--- config.mk ---
export PLATFORM = sky130hd
export DESIGN_NAME = mailbox_mgmt_handshake_responder_unit
export DESIGN_NICKNAME = d
export VERILOG_FILES = /design/src/rtl/mmhr_pkg.sv /design/src/rtl/mailbox_mgmt_handshake_responder_unit.sv /design/src/rtl/mmhr_front.sv /design/src/rtl/mmhr_queue.sv /design/src/rtl/mmhr_back.sv
export SDC_FILE = /design/constraint.sdc
export NUM_CORES = 1
export LEC_CHECK = 0
export ABC_AREA = 1
export BUFFER_PORTS_ARGS = -buffer_cell sky130_fd_sc_hd__buf_2
export CORE_ASPECT_RATIO = 0.5
export CORE_MARGIN = 2
export CORE_UTILIZATION = 25
export CTS_CLUSTER_DIAMETER = 150
export CTS_CLUSTER_SIZE = 28
export DETAILED_ROUTE_END_ITERATION = 12
export PLACE_DENSITY = 0.46
export SETUP_SLACK_MARGIN = 0.05
export SYNTH_ARGS = -nofsm -noshare
export SYNTH_HDL_FRONTEND = slang
export SYNTH_HIERARCHICAL = 1
export SYNTH_SLANG_ARGS = --single-unit
export TNS_END_PERCENT = 30
--- constraint.sdc ---
create_clock -name i_clk -period 7.95 [get_ports i_clk]
set_clock_uncertainty 0.1 [all_clocks]
set_input_delay 0.3975 -clock i_clk [delete_from_list [all_inputs] [get_ports i_clk]]
set_output_delay 0.3975 -clock i_clk [all_outputs]
set_load 0.1 [all_outputs]
--- src/rtl/mmhr_pkg.sv ---
package mmhr_pkg;

    // message type field
    localparam int unsigned TYPE_LSB = 52;
    localparam int unsigned TYPE_W   = 8;

    localparam logic [TYPE_W-1:0] MSG_HELLO     = 8'd1;
    localparam logic [TYPE_W-1:0] MSG_HELLO_ACK = 8'd2;
    localparam logic [TYPE_W-1:0] MSG_EPMAP     = 8'd8;

    localparam int unsigned WORD_W = 64;
    localparam int unsigned VER_W  = 16;
    localparam int unsigned EP_W   = 8;
    localparam int unsigned TGT_W  = 6;
    localparam int unsigned BASE_W = 3;

    // register indexes on the configuration port
    localparam int unsigned CFG_IDX_W = 2;
    localparam logic [CFG_IDX_W-1:0] CFG_VERSION_MIN     = 2'd0;
    localparam logic [CFG_IDX_W-1:0] CFG_VERSION_MAX     = 2'd1;
    localparam logic [CFG_IDX_W-1:0] CFG_TARGET_ENDPOINT = 2'd2;

    localparam logic [VER_W-1:0] VERSION_MIN_RST     = 16'd11;
    localparam logic [VER_W-1:0] VERSION_MAX_RST     = 16'd12;
    localparam logic [TGT_W-1:0] TARGET_ENDPOINT_RST = 6'd2;

    // default depth of the queue between decode and execute
    localparam int unsigned MMHR_QUEUE_DEPTH = 2;

    typedef enum logic [1:0] {
        ST_HANDLED      = 2'd0,
        ST_VER_REJECTED = 2'd1,
        ST_UNHANDLED    = 2'd2,
        ST_OTHER_EP     = 2'd3
    } t_status;

    typedef struct packed {
        logic [VER_W-1:0] version_min;
        logic [VER_W-1:0] version_max;
    } t_ver_cfg;

    // decoded command handed from the front to the back
    typedef struct packed {
        logic              reply_valid;
        logic [WORD_W-1:0] reply_word;
        logic              set_hello;
        logic              set_map_done;
        logic [WORD_W-1:0] map_or;
        t_status           status;
    } t_cmd;

endpackage

--- src/rtl/mailbox_mgmt_handshake_responder_unit.sv ---
// Management handshake responder, host side of a coprocessor mailbox.
// Input channel (i_in_valid / o_in_ready): one received mailbox item,
// i_source_endpoint plus i_message_word. Endpoint 0 carries management
// messages: HELLO, its reply and EPMAP; anything else is reported.
// Output channel (o_out_valid / i_out_ready): exactly one result item per
// input item, in order: reply to send, flags, endpoint map and status.
// Config channel (i_cfg_valid / o_cfg_ready): index 0 version_min,
// 1 version_max, 2 target_endpoint; always ready, write only while idle.
// Path: an item is queued, then moved to the output register. Throughput:
// one item per cycle unless stalled; the decode stage and the state
// update stage each handle one item a cycle, with a small queue between.
// Reset: flags and endpoint map clear, config returns to 11 / 12 / 2,
// queue and output register empty. Stall: a held output register lets the
// queue fill; once it is full o_in_ready drops until the receiver takes
// the waiting result.
module mailbox_mgmt_handshake_responder_unit #(
    parameter int unsigned QUEUE_DEPTH = mmhr_pkg::MMHR_QUEUE_DEPTH
) (
    input  logic                           i_clk,
    input  logic                           i_rst_n,
    // input items
    input  logic                           i_in_valid,
    output logic                           o_in_ready,
    input  logic [mmhr_pkg::EP_W-1:0]      i_source_endpoint,
    input  logic [mmhr_pkg::WORD_W-1:0]    i_message_word,
    // result items
    output logic                           o_out_valid,
    input  logic                           i_out_ready,
    output logic                           o_reply_valid,
    output logic [mmhr_pkg::WORD_W-1:0]    o_reply_word,
    output logic                           o_hello_seen,
    output logic                           o_map_complete,
    output logic                           o_session_up,
    output logic [mmhr_pkg::WORD_W-1:0]    o_endpoint_map,
    output logic                           o_target_advertised,
    output logic [1:0]                     o_status,
    // configuration writes
    input  logic                           i_cfg_valid,
    output logic                           o_cfg_ready,
    input  logic [mmhr_pkg::CFG_IDX_W-1:0] i_cfg_index,
    input  logic [mmhr_pkg::VER_W-1:0]     i_cfg_data
);
    import mmhr_pkg::*;

    logic [VER_W-1:0] r_version_min;
    logic [VER_W-1:0] r_version_max;
    logic [TGT_W-1:0] r_target_ep;
    t_ver_cfg         ver_cfg;

    logic q_push;
    logic q_pop;
    logic q_full;
    logic q_empty;
    t_cmd q_in_cmd;
    t_cmd q_out_cmd;

    // config registers, writes to unused indexes are dropped
    assign o_cfg_ready = 1'b1;

    always_ff @(posedge i_clk) begin
        if (!i_rst_n) begin
            r_version_min <= VERSION_MIN_RST;
            r_version_max <= VERSION_MAX_RST;
            r_target_ep   <= TARGET_ENDPOINT_RST;
        end else if (i_cfg_valid) begin
            case (i_cfg_index)
                CFG_VERSION_MIN:     r_version_min <= i_cfg_data;
                CFG_VERSION_MAX:     r_version_max <= i_cfg_data;
                CFG_TARGET_ENDPOINT: r_target_ep   <= i_cfg_data[TGT_W-1:0];
                default: ;
            endcase
        end
    end

    assign ver_cfg.version_min = r_version_min;
    assign ver_cfg.version_max = r_version_max;

    // decode: classify the message and build the reply
    mmhr_front u_front (
        .i_in_valid        (i_in_valid),
        .o_in_ready        (o_in_ready),
        .i_source_endpoint (i_source_endpoint),
        .i_message_word    (i_message_word),
        .i_ver_cfg         (ver_cfg),
        .i_q_full          (q_full),
        .o_q_push          (q_push),
        .o_q_cmd           (q_in_cmd)
    );

    // decoupling queue between decode and execute
    mmhr_queue #(
        .DEPTH (QUEUE_DEPTH)
    ) u_queue (
        .i_clk      (i_clk),
        .i_rst_n    (i_rst_n),
        .i_push     (q_push),
        .i_push_cmd (q_in_cmd),
        .o_full     (q_full),
        .i_pop      (q_pop),
        .o_empty    (q_empty),
        .o_pop_cmd  (q_out_cmd)
    );

    // execute: update session state and register the result
    mmhr_back u_back (
        .i_clk               (i_clk),
        .i_rst_n             (i_rst_n),
        .i_q_empty           (q_empty),
        .i_q_cmd             (q_out_cmd),
        .o_q_pop             (q_pop),
        .i_target_endpoint   (r_target_ep),
        .o_out_valid         (o_out_valid),
        .i_out_ready         (i_out_ready),
        .o_reply_valid       (o_reply_valid),
        .o_reply_word        (o_reply_word),
        .o_hello_seen        (o_hello_seen),
        .o_map_complete      (o_map_complete),
        .o_session_up        (o_session_up),
        .o_endpoint_map      (o_endpoint_map),
        .o_target_advertised (o_target_advertised),
        .o_status            (o_status)
    );

endmodule

--- src/rtl/mmhr_front.sv ---
module mmhr_front (
    input  logic                         i_in_valid,
    output logic                         o_in_ready,
    input  logic [mmhr_pkg::EP_W-1:0]    i_source_endpoint,
    input  logic [mmhr_pkg::WORD_W-1:0]  i_message_word,
    input  mmhr_pkg::t_ver_cfg           i_ver_cfg,
    input  logic                         i_q_full,
    output logic                         o_q_push,
    output mmhr_pkg::t_cmd               o_q_cmd
);
    import mmhr_pkg::*;

    logic [TYPE_W-1:0] msg_type;
    logic [VER_W-1:0]  fw_min;
    logic [VER_W-1:0]  fw_max;
    logic [VER_W-1:0]  agreed;
    logic [BASE_W-1:0] base;
    logic [31:0]       bitmap;
    logic              last;

    assign o_in_ready = !i_q_full;
    assign o_q_push   = i_in_valid && !i_q_full;

    assign msg_type = i_message_word[TYPE_LSB +: TYPE_W];
    assign fw_min   = i_message_word[15:0];
    assign fw_max   = i_message_word[31:16];
    assign agreed   = (i_ver_cfg.version_max < fw_max) ? i_ver_cfg.version_max : fw_max;
    assign base     = i_message_word[34:32];
    assign bitmap   = i_message_word[31:0];
    assign last     = i_message_word[51];

    always_comb begin
        o_q_cmd = '0;
        o_q_cmd.status = ST_HANDLED;
        if (i_source_endpoint != '0) begin
            o_q_cmd.status = ST_OTHER_EP;
        end else begin
            case (msg_type)
                MSG_HELLO: begin
                    if (fw_min > i_ver_cfg.version_max || fw_max < i_ver_cfg.version_min) begin
                        o_q_cmd.status = ST_VER_REJECTED;
                    end else begin
                        o_q_cmd.reply_valid = 1'b1;
                        o_q_cmd.reply_word  = {4'b0, MSG_HELLO_ACK, 20'b0, agreed, agreed};
                        o_q_cmd.set_hello   = 1'b1;
                    end
                end
                MSG_HELLO_ACK: begin
                    o_q_cmd.set_hello = 1'b1;
                end
                MSG_EPMAP: begin
                    // bases of two or more fall past the 64-entry map
                    case (base)
                        3'd0:    o_q_cmd.map_or = {32'b0, bitmap};
                        3'd1:    o_q_cmd.map_or = {bitmap, 32'b0};
                        default: o_q_cmd.map_or = '0;
                    endcase
                    o_q_cmd.reply_valid  = 1'b1;
                    o_q_cmd.reply_word   = {4'b0, MSG_EPMAP, last, 16'b0, base, 31'b0, !last};
                    o_q_cmd.set_map_done = last;
                end
                default: begin
                    o_q_cmd.status = ST_UNHANDLED;
                end
            endcase
        end
    end

endmodule

--- src/rtl/mmhr_queue.sv ---
module mmhr_queue #(
    parameter int unsigned DEPTH = mmhr_pkg::MMHR_QUEUE_DEPTH
) (
    input  logic           i_clk,
    input  logic           i_rst_n,
    input  logic           i_push,
    input  mmhr_pkg::t_cmd i_push_cmd,
    output logic           o_full,
    input  logic           i_pop,
    output logic           o_empty,
    output mmhr_pkg::t_cmd o_pop_cmd
);
    import mmhr_pkg::*;

    localparam int unsigned PTR_W = (DEPTH > 1) ? $clog2(DEPTH) : 1;
    localparam int unsigned CNT_W = $clog2(DEPTH + 1);

    t_cmd             r_slot [DEPTH];
    logic [PTR_W-1:0] r_wr_ptr, n_wr_ptr;
    logic [PTR_W-1:0] r_rd_ptr, n_rd_ptr;
    logic [CNT_W-1:0] r_count, n_count;

    assign o_full    = (r_count == CNT_W'(DEPTH));
    assign o_empty   = (r_count == '0);
    assign o_pop_cmd = r_slot[r_rd_ptr];

    always_comb begin
        n_wr_ptr = r_wr_ptr;
        n_rd_ptr = r_rd_ptr;
        n_count  = r_count;
        if (i_push) begin
            n_wr_ptr = (r_wr_ptr == PTR_W'(DEPTH - 1)) ? '0 : r_wr_ptr + 1'b1;
        end
        if (i_pop) begin
            n_rd_ptr = (r_rd_ptr == PTR_W'(DEPTH - 1)) ? '0 : r_rd_ptr + 1'b1;
        end
        if (i_push && !i_pop) begin
            n_count = r_count + 1'b1;
        end else if (i_pop && !i_push) begin
            n_count = r_count - 1'b1;
        end
    end

    always_ff @(posedge i_clk) begin
        if (!i_rst_n) begin
            r_wr_ptr <= '0;
            r_rd_ptr <= '0;
            r_count  <= '0;
        end else begin
            r_wr_ptr <= n_wr_ptr;
            r_rd_ptr <= n_rd_ptr;
            r_count  <= n_count;
        end
    end

    always_ff @(posedge i_clk) begin
        if (i_push) begin
            r_slot[r_wr_ptr] <= i_push_cmd;
        end
    end

endmodule

--- src/rtl/mmhr_back.sv ---
module mmhr_back (
    input  logic                         i_clk,
    input  logic                         i_rst_n,
    input  logic                         i_q_empty,
    input  mmhr_pkg::t_cmd               i_q_cmd,
    output logic                         o_q_pop,
    input  logic [mmhr_pkg::TGT_W-1:0]   i_target_endpoint,
    output logic                         o_out_valid,
    input  logic                         i_out_ready,
    output logic                         o_reply_valid,
    output logic [mmhr_pkg::WORD_W-1:0]  o_reply_word,
    output logic                         o_hello_seen,
    output logic                         o_map_complete,
    output logic                         o_session_up,
    output logic [mmhr_pkg::WORD_W-1:0]  o_endpoint_map,
    output logic                         o_target_advertised,
    output logic [1:0]                   o_status
);
    import mmhr_pkg::*;

    logic              r_hello, n_hello;
    logic              r_map_done, n_map_done;
    logic [WORD_W-1:0] r_map, n_map;
    logic              r_out_valid;

    logic              r_reply_valid;
    logic [WORD_W-1:0] r_reply_word;
    logic              r_target_adv;
    t_status           r_status;

    // output register frees up when empty or taken this cycle
    assign o_q_pop = !i_q_empty && (!r_out_valid || i_out_ready);

    assign n_hello    = r_hello || i_q_cmd.set_hello;
    assign n_map_done = r_map_done || i_q_cmd.set_map_done;
    assign n_map      = r_map | i_q_cmd.map_or;

    always_ff @(posedge i_clk) begin
        if (!i_rst_n) begin
            r_hello     <= 1'b0;
            r_map_done  <= 1'b0;
            r_map       <= '0;
            r_out_valid <= 1'b0;
        end else begin
            if (o_q_pop) begin
                r_hello    <= n_hello;
                r_map_done <= n_map_done;
                r_map      <= n_map;
            end
            if (o_q_pop) begin
                r_out_valid <= 1'b1;
            end else if (i_out_ready) begin
                r_out_valid <= 1'b0;
            end
        end
    end

    always_ff @(posedge i_clk) begin
        if (o_q_pop) begin
            r_reply_valid <= i_q_cmd.reply_valid;
            r_reply_word  <= i_q_cmd.reply_word;
            r_target_adv  <= n_map[i_target_endpoint];
            r_status      <= i_q_cmd.status;
        end
    end

    assign o_out_valid         = r_out_valid;
    assign o_reply_valid       = r_reply_valid;
    assign o_reply_word        = r_reply_word;
    assign o_hello_seen        = r_hello;
    assign o_map_complete      = r_map_done;
    assign o_session_up        = r_hello && r_map_done;
    assign o_endpoint_map      = r_map;
    assign o_target_advertised = r_target_adv;
    assign o_status            = r_status;

endmodule

==> impl_metrics.toml <==
[status]
status = "completed"

[run]
maxCapViolCount = 0

[yosys]
synthCells = 1620
yosys_warnings = 6
ys_ff_latch = 444
yosysUniqueCellTypes = 34
synth-seq-area-share_pct = 63.83
syn_area_per_cell_um2 = 11.83
syn_area_um2 = 19160

[timing]
setup_tns_ns = 0
slew_violations = 0
slew_headroom_pct = 27.21
min_period_over_period_pct = 42.55
finalSetupViolCount = 0
final_hold_viol_count = 0
finalCriticalPeriod_ns = 3.383
rsz0062_at_grt = "false"
max_freq_ghz = 0.2956
worstMarginPinSlew_ns = 1.092

[clock_tree]
cts_tree = "done"
htree_levels = 1
cts_repair_resize_count = 0
clk_latency_ns = 0.58
cts-buffers-inserted = 19
path_clk_slew_ns = 0.12
cts_root_buf = "clkbuf_16"
cts_setup_buffers = 0
clock_path_buffers = 3
cts_sinks = 444

[die]
pin_count = 233
dieArea_um2 = 79020
coreArea_um2 = 75510
floorplan.initialDensity_pct = 25.38
die_w_um = 395.5
die_h_um = 199.8
rows = 71

[power]
cellLeakagePower_uw = 0.008540
powerDensity_nw_per_um2 = 388.6
ir_worst_vdd_mv = 0.2427

[grt]
grt_use_total_pct = 12.16
grt-ovfl-total = 0
grt_max_degree = 134
grt_first_pass_wirelength_mm = 72.52
grt_pass1_vias = 11490
antenna_found_initial = 5

[drt]
vias_per_cell = 4.165
remaining_drc_errors = 0
avgRoutedWirePerCell_um = 17.44
drt-initial-drc-count = 718
drt_wl_total_mm = 49.32
vias = 11780
first_pass_iters = 5
drtAntennaViolNets = 0

[layout]
final_common_cell = "edfxtp_1"
seq_area_um2 = 12240
nets = 1936
fill_cells = 7937
drive_gt1_share_pct = 22.87
multiInputGateArea_um2 = 5754
layout.cells.most_common_list = "edfxtp_1 (334), buf_2 (211), nor2_1 (208)"
design_area_um2 = 21700
area_growth_pct = 13.21

[worst_setup_path]
start_kind = "flop"
worst-path-max-fanout = 48
cp.required_ns = 8.19
path_class = "reg2reg"
critical_path_arrival_ns = 3.63
endpoint_kind = "flop"

[hold_path]
hp-class = "in2reg"

[placed_design]
port_buffers = 211
dpl.hpwl_mm = 32.71
place_congestion = 0.7630
placed_cell_area_um2 = 20980
[routing by layer]
| layer | up-vias | wire length [um] | global-route usage (%) |
|---|---|---|---|
| met1 | 5753 | 21130 | 15.17 |
| met2 | 153 | 25240 | 22.08 |
| li1 | 5815 | - | - |
| met4 | 6 | 1345 | 3.295 |
| met3 | 56 | 1589 | 1.729 |
| met5 | - | 27 | 0 |
[report_power, final]
part | switching [uW] | internal, uW
Clock | 730 | 480
Sequential | 246 | 3100
Combinational | 3070 | 798
Total | 4050 | 4380
[cell type report]
class,instances,share of cell area (%)
Antenna cell,1,0.01153
Clock buffer,32,2.514
Clock inverter,1,0.04037
Inverter,141,2.474
Multi-Input combinational cell,947,26.52
Sequential cell,444,56.40
Tap cell,1022,5.894
Timing Repair Buffer,241,6.148
[worst max-delay path: stages (launching register included)]
cell and delay [ns]:
dfxtp_4 0.98, buf_4 0.78, mux2_2 0.42, nor2_1 0.14
nand2_1 0.07, nand3_1 0.11, nand3_1 0.13, nand3_1 0.16
nand3_1 0.08, nand3_1 0.09, nand2_1 0.05
[cell usage after synthesis, drive strengths merged]
cell type / number / area, um2
nand2: 211 / 814.5
ha: 47 / 588.1
a21oi: 117 / 615.6
o21a: 2 / 15.01
dfxtp: 110 / 2202
nand4: 6 / 37.54
a21o: 1 / 7.510
mux2: 133 / 1760
nor2: 214 / 825.8
a31oi: 2 / 12.51
and2: 1 / 6.260
clkbuf: 22 / 82.58
buf: 91 / 678.1
nor3: 65 / 330.3
edfxtp: 334 / 10030
o21ai: 7 / 35.03
nor4: 2 / 12.51
conb: 2 / 7.510
inv: 141 / 531.8
nand3: 112 / 570.6
[kinds of logic (layout without fill, tap and decap cells)]
family                   count (synthesis)  after routing  synth area share, %
buffers and inverters                  254            415                6.745
multiplexers                           133            133                9.186
flip-flops                             444            444                63.83
adder cells (fa/ha/maj)                 47             47                3.069
AND/OR/NAND/NOR                        611            611                13.55
AO/OA/AOI/OAI                          129            129                3.578
other                                    2             28              0.03919
[what timing repair did]
action	CTS	global route
hold endpoints to repair	24	0
setup endpoints to repair	0	0
hold buffers	16	0
[state kept, by name, summed over array words and instances, names as in the netlist, named ones only]
register                    count
u_queue/r_wr_ptr                1
u_back/o_out_valid              1
u_queue/r_rd_ptr                1
u_back/o_status                 2
u_queue/r_count                 2
r_version_max                  16
u_back/o_reply_word            64
u_back/o_hello_seen             1
u_back/o_reply_valid            1
r_target_ep                     6
u_back/o_map_complete           1
u_queue/r_slot                266
r_version_min                  16
u_back/o_target_advertised      1
u_back/o_endpoint_map          64
[metrics by stage]
step | std cells | setup slack (ns) | hold WS (ns) | util, % | power (uW)
after CTS | 2828 | 4.461 | 0.03945 | 28.73 | 8560
final | 2829 | 4.567 | 0.06704 | 28.73 | 8430
after detailed placement | 2779 | 4.457 | 0.3446 | 27.78 | 7327
after floorplan | 1645 | 1.019 | 0.3235 | - | 6635
after global routing | 2829 | 4.298 | 0.08524 | 28.73 | 8820
after global placement | 2779 | 4.454 | 0.3439 | 27.78 | 7310
[worst paths after layout]
path | startpoint | endpoint | slack [ns] | cells past startpoint
min reg2reg | r_version_min[1] | r_version_min[1] | 0.37 | 2
max reg2reg | flop | u_back/o_target_advertised | 4.57 | 10
min | i_cfg_index[1] | r_target_ep[1] | 0.07 | 3
max | flop | u_back/o_target_advertised | 4.57 | 10
Power figures use the tool's default switching activity.
